===== src/design/tsc_pkg.sv =====
// Types and constants of the touch sample conditioner.
package tsc_pkg;

   // field widths
   localparam int RAW_W       = 15;
   localparam int PRESS_W     = 13;
   localparam int AXIS_W      = 11;
   localparam int POS_W       = 12;
   localparam int ORIENT_W    = 3;
   localparam int SIZE_IDX_W  = 4;    // bit index into a 12-bit screen size
   localparam int DIV_W       = 23;   // product of 11-bit offset and 12-bit size
   localparam int REQ_TDATA_W = 64;
   localparam int RSP_TDATA_W = 24;
   localparam int CSR_ADDR_W  = 5;
   localparam int CSR_DATA_W  = 32;

   typedef logic [POS_W-1:0]  pos_type;
   typedef logic [AXIS_W-1:0] axis_type;
   typedef logic [2:0]        reg_idx_type;

   // register indexes
   localparam reg_idx_type REG_PRESS_THR = 3'd0;
   localparam reg_idx_type REG_X_MIN     = 3'd1;
   localparam reg_idx_type REG_X_MAX     = 3'd2;
   localparam reg_idx_type REG_Y_MIN     = 3'd3;
   localparam reg_idx_type REG_Y_MAX     = 3'd4;
   localparam reg_idx_type REG_SCR_W     = 3'd5;
   localparam reg_idx_type REG_SCR_H     = 3'd6;
   localparam reg_idx_type REG_ORIENT    = 3'd7;

   // register reset values
   localparam logic [PRESS_W-1:0]  PRESS_THR_RST = 13'd400;
   localparam axis_type            X_MIN_RST     = 11'd200;
   localparam axis_type            X_MAX_RST     = 11'd1950;
   localparam axis_type            Y_MIN_RST     = 11'd200;
   localparam axis_type            Y_MAX_RST     = 11'd1860;
   localparam pos_type             SCR_W_RST     = 12'd320;
   localparam pos_type             SCR_H_RST     = 12'd240;
   localparam logic [ORIENT_W-1:0] ORIENT_RST    = 3'd0;

   // orientation flag bits
   localparam int ORIENT_SWAP  = 0;
   localparam int ORIENT_INV_X = 1;
   localparam int ORIENT_INV_Y = 2;

   localparam logic [PRESS_W-1:0] PRESS_BIAS = 13'd4096;
   localparam pos_type            POS_MAX    = 12'hFFF;

endpackage


===== src/design/touch_sample_conditioner_top.sv =====
// Touch sample conditioner: pressure detect, calibrate, scale and window average.
// An untouched word goes from idle straight to the response register. A touched word passes
// the bit-serial multiplier and the shared divider for each axis, then the window walk and the
// averaging divides; an axis whose max is not above its min skips its mapping divide.
// One word is in work at a time; the next is taken once the last response is registered.
// Reset (synchronous, active high) restores register defaults and empties the window.
module touch_sample_conditioner_top import tsc_pkg::*; #(
   parameter int WINDOW_DEPTH = 4
) (
   input  logic                   clock,
   input  logic                   reset,
   // request stream
   input  logic                   req_tvalid,
   output logic                   req_tready,
   input  logic [REQ_TDATA_W-1:0] req_tdata,   // z1_word, z2_word, x_word, y_word, pad
   // response stream
   output logic                   rsp_tvalid,
   input  logic                   rsp_tready,
   output logic [RSP_TDATA_W-1:0] rsp_tdata,   // x_pos, y_pos
   output logic                   rsp_tuser,   // touched
   // register port
   input  logic                   csr_psel,
   input  logic                   csr_penable,
   input  logic                   csr_pwrite,
   input  logic [CSR_ADDR_W-1:0]  csr_paddr,
   input  logic [CSR_DATA_W-1:0]  csr_pwdata,
   output logic [CSR_DATA_W-1:0]  csr_prdata,
   output logic                   csr_pready
);

   localparam int CW     = $clog2(WINDOW_DEPTH + 1);           // fill count width
   localparam int IW     = (WINDOW_DEPTH > 1) ? $clog2(WINDOW_DEPTH) : 1;
   localparam int SW     = POS_W + $clog2(WINDOW_DEPTH);       // window sum width
   localparam int DCNT_W = $clog2(DIV_W);

   // sequencer states
   localparam logic [2:0] S_IDLE  = 3'd0;
   localparam logic [2:0] S_MUL   = 3'd1;  // serial off*size, MSB of size first
   localparam logic [2:0] S_DIV   = 3'd2;  // restoring divide, one bit per cycle
   localparam logic [2:0] S_MAP   = 3'd3;  // saturate and invert
   localparam logic [2:0] S_SUM   = 3'd4;  // walk the window
   localparam logic [2:0] S_AVGLD = 3'd5;  // load a sum into the divider
   localparam logic [2:0] S_DONE  = 3'd6;

   // work phases
   localparam logic [1:0] PH_MAP_X = 2'd0;
   localparam logic [1:0] PH_MAP_Y = 2'd1;
   localparam logic [1:0] PH_AVG_X = 2'd2;
   localparam logic [1:0] PH_AVG_Y = 2'd3;

   // ---------------------------------------------------------------- registers
   logic [PRESS_W-1:0]  thr_ff;
   axis_type            xmin_ff, xmax_ff, ymin_ff, ymax_ff;
   pos_type             scrw_ff, scrh_ff;
   logic [ORIENT_W-1:0] orient_ff;
   logic                csr_wr;
   reg_idx_type         csr_idx;

   assign csr_pready = 1'b1;
   assign csr_wr     = csr_psel && csr_penable && csr_pwrite && csr_pready;
   assign csr_idx    = csr_paddr[CSR_ADDR_W-1:2];

   always_ff @(posedge clock) begin
      if (reset) begin
         thr_ff    <= PRESS_THR_RST;
         xmin_ff   <= X_MIN_RST;
         xmax_ff   <= X_MAX_RST;
         ymin_ff   <= Y_MIN_RST;
         ymax_ff   <= Y_MAX_RST;
         scrw_ff   <= SCR_W_RST;
         scrh_ff   <= SCR_H_RST;
         orient_ff <= ORIENT_RST;
      end else if (csr_wr) begin
         case (csr_idx)
            REG_PRESS_THR: thr_ff    <= csr_pwdata[PRESS_W-1:0];
            REG_X_MIN:     xmin_ff   <= csr_pwdata[AXIS_W-1:0];
            REG_X_MAX:     xmax_ff   <= csr_pwdata[AXIS_W-1:0];
            REG_Y_MIN:     ymin_ff   <= csr_pwdata[AXIS_W-1:0];
            REG_Y_MAX:     ymax_ff   <= csr_pwdata[AXIS_W-1:0];
            REG_SCR_W:     scrw_ff   <= csr_pwdata[POS_W-1:0];
            REG_SCR_H:     scrh_ff   <= csr_pwdata[POS_W-1:0];
            REG_ORIENT:    orient_ff <= csr_pwdata[ORIENT_W-1:0];
            default:       thr_ff    <= thr_ff;
         endcase
      end
   end

   always_comb begin
      case (csr_idx)
         REG_PRESS_THR: csr_prdata = CSR_DATA_W'(thr_ff);
         REG_X_MIN:     csr_prdata = CSR_DATA_W'(xmin_ff);
         REG_X_MAX:     csr_prdata = CSR_DATA_W'(xmax_ff);
         REG_Y_MIN:     csr_prdata = CSR_DATA_W'(ymin_ff);
         REG_Y_MAX:     csr_prdata = CSR_DATA_W'(ymax_ff);
         REG_SCR_W:     csr_prdata = CSR_DATA_W'(scrw_ff);
         REG_SCR_H:     csr_prdata = CSR_DATA_W'(scrh_ff);
         REG_ORIENT:    csr_prdata = CSR_DATA_W'(orient_ff);
         default:       csr_prdata = '0;
      endcase
   end

   // ---------------------------------------------------------------- front end
   logic [RAW_W-1:0]   z1_word, z2_word, x_word, y_word;
   logic [PRESS_W-1:0] press;
   logic               touch_hit;
   axis_type           raw_a, raw_b, off_a, off_b;

   assign z1_word = req_tdata[RAW_W-1:0];
   assign z2_word = req_tdata[2*RAW_W-1:RAW_W];
   assign x_word  = req_tdata[3*RAW_W-1:2*RAW_W];
   assign y_word  = req_tdata[4*RAW_W-1:3*RAW_W];

   // (z1>>3) + 4096 - (z2>>3), always 1..8191
   assign press = PRESS_W'({1'b0, z1_word[RAW_W-1:3]}) + PRESS_BIAS
                - PRESS_W'({1'b0, z2_word[RAW_W-1:3]});
   assign touch_hit = press > thr_ff;

   // 11-bit position, optional swap
   assign raw_a = orient_ff[ORIENT_SWAP] ? y_word[RAW_W-1:4] : x_word[RAW_W-1:4];
   assign raw_b = orient_ff[ORIENT_SWAP] ? x_word[RAW_W-1:4] : y_word[RAW_W-1:4];
   assign off_a = (raw_a > xmin_ff) ? raw_a - xmin_ff : '0;
   assign off_b = (raw_b > ymin_ff) ? raw_b - ymin_ff : '0;

   // ---------------------------------------------------------------- datapath state
   logic [2:0]        state_ff, state_in;
   logic [1:0]        phase_ff, phase_in;
   logic [DCNT_W-1:0] cnt_ff, cnt_in;
   logic [DIV_W-1:0]  dq_ff, dq_in;      // product, then dividend/quotient shifter
   axis_type          rem_ff, rem_in;
   axis_type          offx_ff, offx_in, offy_ff, offy_in;
   pos_type           sx_ff, sx_in;
   pos_type           win_x_ff [WINDOW_DEPTH];
   pos_type           win_x_in [WINDOW_DEPTH];
   pos_type           win_y_ff [WINDOW_DEPTH];
   pos_type           win_y_in [WINDOW_DEPTH];
   logic [CW-1:0]     fill_ff, fill_in, idx_ff, idx_in;
   logic [SW-1:0]     sumx_ff, sumx_in, sumy_ff, sumy_in;
   pos_type           held_x_ff, held_x_in, held_y_ff, held_y_in;
   logic              touched_ff, touched_in;
   logic              rsp_tvalid_ff, rsp_tvalid_in;
   logic [RSP_TDATA_W-1:0] rsp_data_ff, rsp_data_in;
   logic              rsp_user_ff, rsp_user_in;

   // axis selection while mapping
   logic              axis_y;
   axis_type          cur_off, cur_lo, cur_hi, span, divisor;
   pos_type           cur_size, sat_v, inv_v, mapped;
   logic              cur_inv, span_ok;
   logic [DIV_W-1:0]  mul_nx, div_nx;
   logic [AXIS_W:0]   rem_t;
   logic              div_ge;
   axis_type          rem_nx;
   logic [SW-1:0]     avg_sum;

   assign axis_y   = phase_ff[0];
   assign cur_off  = axis_y ? offy_ff : offx_ff;
   assign cur_lo   = axis_y ? ymin_ff : xmin_ff;
   assign cur_hi   = axis_y ? ymax_ff : xmax_ff;
   assign cur_size = axis_y ? scrh_ff : scrw_ff;
   assign cur_inv  = axis_y ? orient_ff[ORIENT_INV_Y] : orient_ff[ORIENT_INV_X];
   assign span_ok  = cur_hi > cur_lo;
   assign span     = cur_hi - cur_lo;
   assign divisor  = phase_ff[1] ? AXIS_W'(fill_ff) : span;

   // one shift-add step of the multiplier
   assign mul_nx = {dq_ff[DIV_W-2:0], 1'b0}
                 + (cur_size[cnt_ff[SIZE_IDX_W-1:0]] ? DIV_W'(cur_off) : '0);

   // one restoring divide step
   assign rem_t  = {rem_ff, dq_ff[DIV_W-1]};
   assign div_ge = rem_t >= {1'b0, divisor};
   assign rem_nx = div_ge ? AXIS_W'(rem_t - {1'b0, divisor}) : rem_t[AXIS_W-1:0];
   assign div_nx = {dq_ff[DIV_W-2:0], div_ge};

   // saturate at 4095, then optional inversion against the screen size
   assign sat_v  = (|dq_ff[DIV_W-1:POS_W]) ? POS_MAX : dq_ff[POS_W-1:0];
   assign inv_v  = (sat_v >= cur_size) ? '0 : cur_size - sat_v;
   assign mapped = cur_inv ? inv_v : sat_v;

   assign avg_sum = (phase_ff == PH_AVG_X) ? sumx_ff : sumy_ff;

   always_comb begin
      state_in      = state_ff;
      phase_in      = phase_ff;
      cnt_in        = cnt_ff;
      dq_in         = dq_ff;
      rem_in        = rem_ff;
      offx_in       = offx_ff;
      offy_in       = offy_ff;
      sx_in         = sx_ff;
      win_x_in      = win_x_ff;
      win_y_in      = win_y_ff;
      fill_in       = fill_ff;
      idx_in        = idx_ff;
      sumx_in       = sumx_ff;
      sumy_in       = sumy_ff;
      held_x_in     = held_x_ff;
      held_y_in     = held_y_ff;
      touched_in    = touched_ff;
      rsp_data_in   = rsp_data_ff;
      rsp_user_in   = rsp_user_ff;
      rsp_tvalid_in = rsp_tvalid_ff && !rsp_tready;

      case (state_ff)
         S_IDLE: begin
            if (req_tvalid) begin
               if (touch_hit) begin
                  offx_in  = off_a;
                  offy_in  = off_b;
                  phase_in = PH_MAP_X;
                  dq_in    = '0;
                  cnt_in   = DCNT_W'(POS_W - 1);
                  state_in = S_MUL;
               end else begin
                  // no touch: window emptied, held position repeated
                  fill_in    = '0;
                  touched_in = 1'b0;
                  state_in   = S_DONE;
               end
            end
         end
         S_MUL: begin
            cnt_in = cnt_ff - 1'b1;
            dq_in  = mul_nx;
            if (cnt_ff == '0) begin
               rem_in = '0;
               cnt_in = DCNT_W'(DIV_W - 1);
               if (span_ok) begin
                  state_in = S_DIV;
               end else begin
                  dq_in    = '0;
                  state_in = S_MAP;
               end
            end
         end
         S_DIV: begin
            cnt_in = cnt_ff - 1'b1;
            dq_in  = div_nx;
            rem_in = rem_nx;
            if (cnt_ff == '0) begin
               case (phase_ff)
                  PH_AVG_X: begin
                     held_x_in = div_nx[POS_W-1:0];
                     phase_in  = PH_AVG_Y;
                     state_in  = S_AVGLD;
                  end
                  PH_AVG_Y: begin
                     held_y_in  = div_nx[POS_W-1:0];
                     touched_in = 1'b1;
                     state_in   = S_DONE;
                  end
                  default: state_in = S_MAP;
               endcase
            end
         end
         S_MAP: begin
            if (!axis_y) begin
               sx_in    = mapped;
               phase_in = PH_MAP_Y;
               dq_in    = '0;
               cnt_in   = DCNT_W'(POS_W - 1);
               state_in = S_MUL;
            end else begin
               for (int i = WINDOW_DEPTH - 1; i > 0; i--) begin
                  win_x_in[i] = win_x_ff[i-1];
                  win_y_in[i] = win_y_ff[i-1];
               end
               win_x_in[0] = sx_ff;
               win_y_in[0] = mapped;
               if (fill_ff < CW'(WINDOW_DEPTH)) begin
                  fill_in = fill_ff + 1'b1;
               end
               sumx_in  = '0;
               sumy_in  = '0;
               idx_in   = '0;
               phase_in = PH_AVG_X;
               state_in = S_SUM;
            end
         end
         S_SUM: begin
            sumx_in = sumx_ff + SW'(win_x_ff[idx_ff[IW-1:0]]);
            sumy_in = sumy_ff + SW'(win_y_ff[idx_ff[IW-1:0]]);
            idx_in  = idx_ff + 1'b1;
            if (idx_ff + 1'b1 == fill_ff) begin
               state_in = S_AVGLD;
            end
         end
         S_AVGLD: begin
            // sum left-aligned: after SW steps the low bits hold the quotient
            dq_in    = {avg_sum, {(DIV_W - SW){1'b0}}};
            rem_in   = '0;
            cnt_in   = DCNT_W'(SW - 1);
            state_in = S_DIV;
         end
         S_DONE: begin
            if (!rsp_tvalid_ff || rsp_tready) begin
               rsp_data_in   = {held_y_ff, held_x_ff};
               rsp_user_in   = touched_ff;
               rsp_tvalid_in = 1'b1;
               state_in      = S_IDLE;
            end
         end
         default: state_in = S_IDLE;
      endcase
   end

   always_ff @(posedge clock) begin
      if (reset) begin
         state_ff      <= S_IDLE;
         fill_ff       <= '0;
         held_x_ff     <= '0;
         held_y_ff     <= '0;
         rsp_tvalid_ff <= 1'b0;
      end else begin
         state_ff      <= state_in;
         fill_ff       <= fill_in;
         held_x_ff     <= held_x_in;
         held_y_ff     <= held_y_in;
         rsp_tvalid_ff <= rsp_tvalid_in;
      end
   end

   // payload, no reset needed
   always_ff @(posedge clock) begin
      phase_ff    <= phase_in;
      cnt_ff      <= cnt_in;
      dq_ff       <= dq_in;
      rem_ff      <= rem_in;
      offx_ff     <= offx_in;
      offy_ff     <= offy_in;
      sx_ff       <= sx_in;
      win_x_ff    <= win_x_in;
      win_y_ff    <= win_y_in;
      idx_ff      <= idx_in;
      sumx_ff     <= sumx_in;
      sumy_ff     <= sumy_in;
      touched_ff  <= touched_in;
      rsp_data_ff <= rsp_data_in;
      rsp_user_ff <= rsp_user_in;
   end

   assign req_tready = (state_ff == S_IDLE);
   assign rsp_tvalid = rsp_tvalid_ff;
   assign rsp_tdata  = rsp_data_ff;
   assign rsp_tuser  = rsp_user_ff;

endmodule


===== config.mk =====
export PLATFORM = sky130hd
export DESIGN_NAME = touch_sample_conditioner_top
export DESIGN_NICKNAME = d
export VERILOG_FILES = /design/src/design/tsc_pkg.sv /design/src/design/touch_sample_conditioner_top.sv
export SDC_FILE = /design/constraint.sdc
export NUM_CORES = 1
export LEC_CHECK = 0
export ABC_AREA = 0
export BUFFER_PORTS_ARGS = -buffer_cell sky130_fd_sc_hd__buf_2
export CAP_MARGIN = 20
export CORE_MARGIN = 1
export CORE_UTILIZATION = 40
export DETAILED_ROUTE_END_ITERATION = 10
export PLACE_DENSITY = 0.61
export SLEW_MARGIN = 5
export SYNTH_ARGS = -nofsm -noshare
export SYNTH_HDL_FRONTEND = slang
export SYNTH_SLANG_ARGS = --single-unit

===== constraint.sdc =====
create_clock -name clock -period 21.6 [get_ports clock]
set_input_delay 4.32 -clock clock [delete_from_list [all_inputs] [get_ports clock]]
set_output_delay 4.32 -clock clock [all_outputs]
set_load 0.02 [all_outputs]

Yosys cells after proc, flatten, opt, wreduce, memory -nomap -nowiden
Cells that the tools add are included.

Muxes and demuxes: 69. Add/subtract/negate cells: 13. Magnitude comparators: 9. Bitwise gates (word level): 2. Reductions and logical operators: 37. Eq/ne operators: 28.

Operator list (count): $pmux W32 S8 (1); $mux W23 (5); $pmux W23 S5 (1); $mux W11 (9); $mux W12 (8); $pmux W14 S2 (2); $bmux W12 S2 (2); $sub A11 B11 Y11 (4); $mux W3 (12); $gt A11 B11 Y1 (3); $pmux W11 S3 (1); $add A14 B12 Y14 (2); $mux W14 (2); $reduce_and A2 Y1 (13); $pmux W5 S5 (1); $add A23 B11 Y23 (1); $ne A2 B2 Y1 const B (11); $eq A3 B3 Y1 const B (7); $pmux W3 S7 (1); $mux W5 (4); $reduce_and A5 Y1 (4); $pmux W3 S2 (3); $add A12 B13 Y13 const B (1); $gt A13 B13 Y1 (1); 32 further kinds (59).

Bits of input ports: 108. Output and inout bits: 60. Word-level logic and storage cells: 192. Register bits: 343.

Depth between registers and ports, before layout
Depth after elaboration: 8. Depth in mapped cells: 24.

Least setup slack after synthesis
Ideal clock, no wire load.

Path kind: input port to flip-flop. Start: input req_tdata[3]. End: register cnt_ff[0] (enable). Required time: 21140 ps. Cell stages on the path: 18. Data arrival time: 9448 ps. Slack: 11692 ps. Cell sequence: inv_1 -> ha_1 -> fa_1 -> nor2b_1 -> o21ai_0 -> a21boi_0 -> o21ai_0 -> o21ai_0 -> a211oi_1 -> xnor2_1 -> ha_1 -> and3_1 -> nand3_1 -> a211oi_1 -> o31ai_1 -> a21oi_1 -> nand2_1 -> a221oi_1.

Longest elaborated chain between the ends: 5.

RTL lines: start: declaration (line touch_sample_conditioner_top.sv:15) `input logic [REQ_TDATA_W-1:0] req_tdata,`; $add A12 B13 Y13 (line touch_sample_conditioner_top.sv:114) `assign press = PRESS_W'({1'b0, z1_word[RAW_W-1:3]}) + PRESS_BIAS`; $sub A13 B12 Y13 (line touch_sample_conditioner_top.sv:115) `- PRESS_W'({1'b0, z2_word[RAW_W-1:3]});`; $gt A13 B13 Y1 (line touch_sample_conditioner_top.sv:116) `assign touch_hit = press > thr_ff;`; $ne A2 B1 Y1 (no source line); $reduce_and A4 Y1 (no source line); end signal: assignment (line touch_sample_conditioner_top.sv:326) `cnt_ff <= cnt_in;`; end: declaration (line touch_sample_conditioner_top.sv:127) `logic [DCNT_W-1:0] cnt_ff, cnt_in;`.

No other way between the ends. A chain may end at the register's enable or synchronous reset.

Worst setup path in the final report
Start: input csr_paddr[3]. End: output csr_prdata[6].

Longest elaborated chain between the ends: 2. Elaborated cells between the ends (all ways): 9.

RTL lines: start: declaration (line touch_sample_conditioner_top.sv:25) `input logic [CSR_ADDR_W-1:0] csr_paddr,`; $eq A3 B3 Y1 (tied with other cells) (line touch_sample_conditioner_top.sv:89) `case (csr_idx)`; $pmux W32 S8 * (line touch_sample_conditioner_top.sv:89); end: declaration (line touch_sample_conditioner_top.sv:27) `output logic [CSR_DATA_W-1:0] csr_prdata,`.

Every way passes the cells marked *; elsewhere a longest branch is shown, timed or not. The select of a mux whose other input is x is not followed.

==> flow_summary.ini <==
[logic_synthesis]
synth_top_family_by_area = simple AND/OR/NAND/NOR gates
synth-seq-area-share_pct = 45.9
syn-cell-area_mm2 = 0.0199
synth-seq-cells = 343
yosysWarnings = 0
synth_edf_count = 228
ys.flop_type = edfxtp_1
synth-compound-area-share_pct = 14.4
async_flop_share_pct = 0
synth-adder-area-share_pct = 8.32
yosys.area_share.xor_xnor_pct = 2.99
synthMuxAreaShare_pct = 8.67
syn_area_per_cell_um2 = 9.96
synthCells = 2000
synth_simple_gate_area_share_pct = 15.1
synth_cell_types = 78

[placement]
gp_congestion = 0.906
dp_cells = 2704
dp_hpwl_um = 37500
port_buffers = 108
dpl_worst_slack_ns = 10.70

[route]
antenna_left = 0
avgViaCountPerCell = 5.51
drc = 0
routed_wl_um = 52100
firstDrtPassIters = 5
num_vias = 15300
avgRoutedWirePerCell_um = 18.8
drt_iter0_drc = 1093

[sta]
max_freq_mhz = 91.2
clock_skew_ns = 0.0331
setup_slack_ns = 10.63
post-route-min-period_ns = 10.97
post-route-period-util_pct = 50.8
worst_pin_slew_ns = 1.02
setup_tns_ns = 0
hold_viol = 0
rsz0062_at_grt = false
finalSetupViolCount = 0
slew-limit-headroom_pct = 31.5
final_max_slew_viol_count = 0

[worst_setup_path]
path_cells = buf_2 > inv_1 > nor2_1 > a221oi_1 > a221oi_1 > nor2_1 > buf_2
slowest_stage = buf_2
r2r_cells = 16
crit_path_end_kind = primary output
arrival_ns = 6.65
path_class = primary input to primary output
critPathLaunchType = primary input
rrSetupSlack_ns = 16.02
required_ns = 17.28
cp_max_fo = 32
reg2reg_from = phase_ff[0]$_DFFE_PP_
cpPeakStageDelay_ns = 0.56
worstReg2RegEnd = rem_ff[6]$_SDFFCE_PN0P_

[global_routing]
met1_usage_pct = 28.3
top_usage_layer = met2
grt_usage_pct = 20.6
antenna_found_initial = 0
grt_max_degree = 87
grt_use_met3_pct = 2.45
use_met2_pct = 33.6
grt_pass1_wl_um = 81100
first_global_vias = 14600
overflow = 0

[floorplanning]
start_util_pct = 40.6
fp.dieW_um = 225
io_pins = 168
die_y_um = 225
rows = 81
coreArea_mm2 = 0.0491
die_area_mm2 = 0.0507

[power]
powerDensity_mw_per_mm2 = 104
power_switching_share_pct = 34.8
p_comb_share_pct = 32.8
internal_power_mw = 1.51
p_leak_nw = 8.52
vdd_ir_drop_max_mv = 0.0546
p_sw_uw = 804
pwr-share-seq_pct = 38.2
pwr-share-clk_pct = 29.0

[clocking]
insertion_delay_ns = 0.57
cts.sinks = 343
cts_buffers = 39
clockRootBuffer = clkbuf_16
clk_path_buf_depth = 3
cts_tree = built
clk_pin_slew_ns = 0.06
post_cts_buffers = 0
holdBufCountCts = 0
cts_resized = 0
htreeDepth = 2

[finish]
syn2layout_area_growth_pct = 12.0
drive_gt1_share_pct = 13.0
final_cells = 2776
final_util_pct = 45.5
fin_nets = 2317
diodes = 0

[min_path]
whs_endpoint = win_x_ff[38]$_DFFE_PP_
worst_hold_path_type = register to register
min_path_cells = 0
holdCritStartpoint = sx_ff[2]$_DFFE_PP_

[job]
max_cap_violations = 0

[outcome]
outcome = complete, no violations
-- cell usage in the layout (no fill, tap or decap), drive strengths merged, types with 69 or more instances in the layout --
cell type / netlist / routed
edfxtp: 228 / 228
mux2i: 69 / 69
nor2: 170 / 170
nand2: 264 / 264
ha: 118 / 118
buf: 48 / 129
o21ai: 87 / 87
inv: 101 / 102
dfxtp: 115 / 115
a21oi: 167 / 167
-- sequential cells by signal, summed over array words and instances (netlist names), 12 cells and up --
name       cells
scrw_ff       12
sumx_ff       14
scrh_ff       12
thr_ff        13
held_x_ff     12
win_x_ff      48
win_y_ff      48
sumy_ff       14
sx_ff         12
held_y_ff     12
rsp_tdata     24
dq_ff         23
-- power by group through the flow --
| stage | combinational, mW | sequential [mW] | clock [mW] |
|---|---|---|---|
| 2_1_floorplan | 0.604 | 0.857 | 0 |
| 3_3_place_gp | 0.734 | 0.894 | 0 |
| 3_5_place_dp | 0.751 | 0.897 | 0 |
| 4_1_cts | 0.755 | 0.884 | 0.681 |
| 5_1_grt | 0.842 | 0.893 | 0.704 |
| 6_report | 0.759 | 0.883 | 0.670 |
-- synth_stat cells, types with 9 or more instances --
library cell	instances	area [µm²]
a211o_1	10	87.6
a211oi_1	22	165
a21o_1	25	188
a21oi_1	166	831
a221oi_1	10	87.6
a31oi_1	12	75.1
and3_1	13	81.3
buf_2	18	90.1
buf_4	21	158
clkbuf_1	57	214
dfxtp_1	115	2300
edfxtp_1	228	6850
fa_1	9	180
ha_1	118	1480
inv_1	101	379
mux2_2	38	428
mux2i_1	69	691
mux4_2	27	608
nand2_1	263	987
nand2b_1	30	188
nand3_1	40	200
nand4_1	14	87.6
nor2_1	170	638
nor2b_1	34	213
nor3_1	44	220
o211ai_1	19	143
o21a_1	23	173
o21ai_0	79	395
o22ai_1	16	100
or3_1	15	93.8
xnor2_1	37	324
xor2_1	31	272
-- routing by layer --
metal	up-vias	part of all wire, %	wire length, µm
met2	379	47	24400
li1	7404	-	-
met3	81	4.7	2450
met4	0	2.4	1260
met5	-	0	0
met1	7428	46	24000
-- logic make-up (layout without fill, tap and decap cells) --
| kind of cell | Yosys count | after routing |
|---|---|---|
| mux | 134 | 134 |
| buf+inv | 208 | 302 |
| flops | 343 | 343 |
| xor+xnor | 68 | 68 |
| compound gates | 455 | 455 |
| other cells | 2 | 20 |
| fa+ha+maj | 127 | 127 |
| simple gates | 663 | 663 |
-- worst max-delay path by stage --
stage	startpoint	endpoint	slack [ns]	depth (start not counted)
5_1_grt	csr_paddr[3]	csr_prdata[6]	10.50	7
2_1_floorplan	req_tdata[3]	cnt_ff[0]$_DFFE_PP_	11.69	18
4_1_cts	csr_paddr[3]	csr_prdata[9]	10.69	7
6_report	csr_paddr[3]	csr_prdata[6]	10.63	7
3_3_place_gp	csr_paddr[3]	csr_prdata[9]	10.72	7
3_5_place_dp	csr_paddr[3]	csr_prdata[9]	10.70	7
-- layout make-up --
class	count	area [µm²]
timing repair buffer	129	713
multi-input combinational	1467	9950
inverter	102	384
clock inverter	19	186
sequential	343	9150
fill	4637	26700
tap	664	831
clock buffer	52	1100
-- worst max-delay path: cells and delay by family --
family          cells  cell delay, ns
compound gates      2            0.57
simple gates        2            0.64
buf+inv             3            1.10
-- per-stage QoR --
step	cell area [µm²]	hold WS, ns	power (mW)
2_1_floorplan	20000	0.400	1.46
3_3_place_gp	21000	0.408	1.63
3_5_place_dp	21000	0.407	1.65
4_1_cts	22300	0.417	2.32
5_1_grt	22300	0.425	2.44
6_report	22300	0.420	2.31
(Power assumes the default switching activity.)
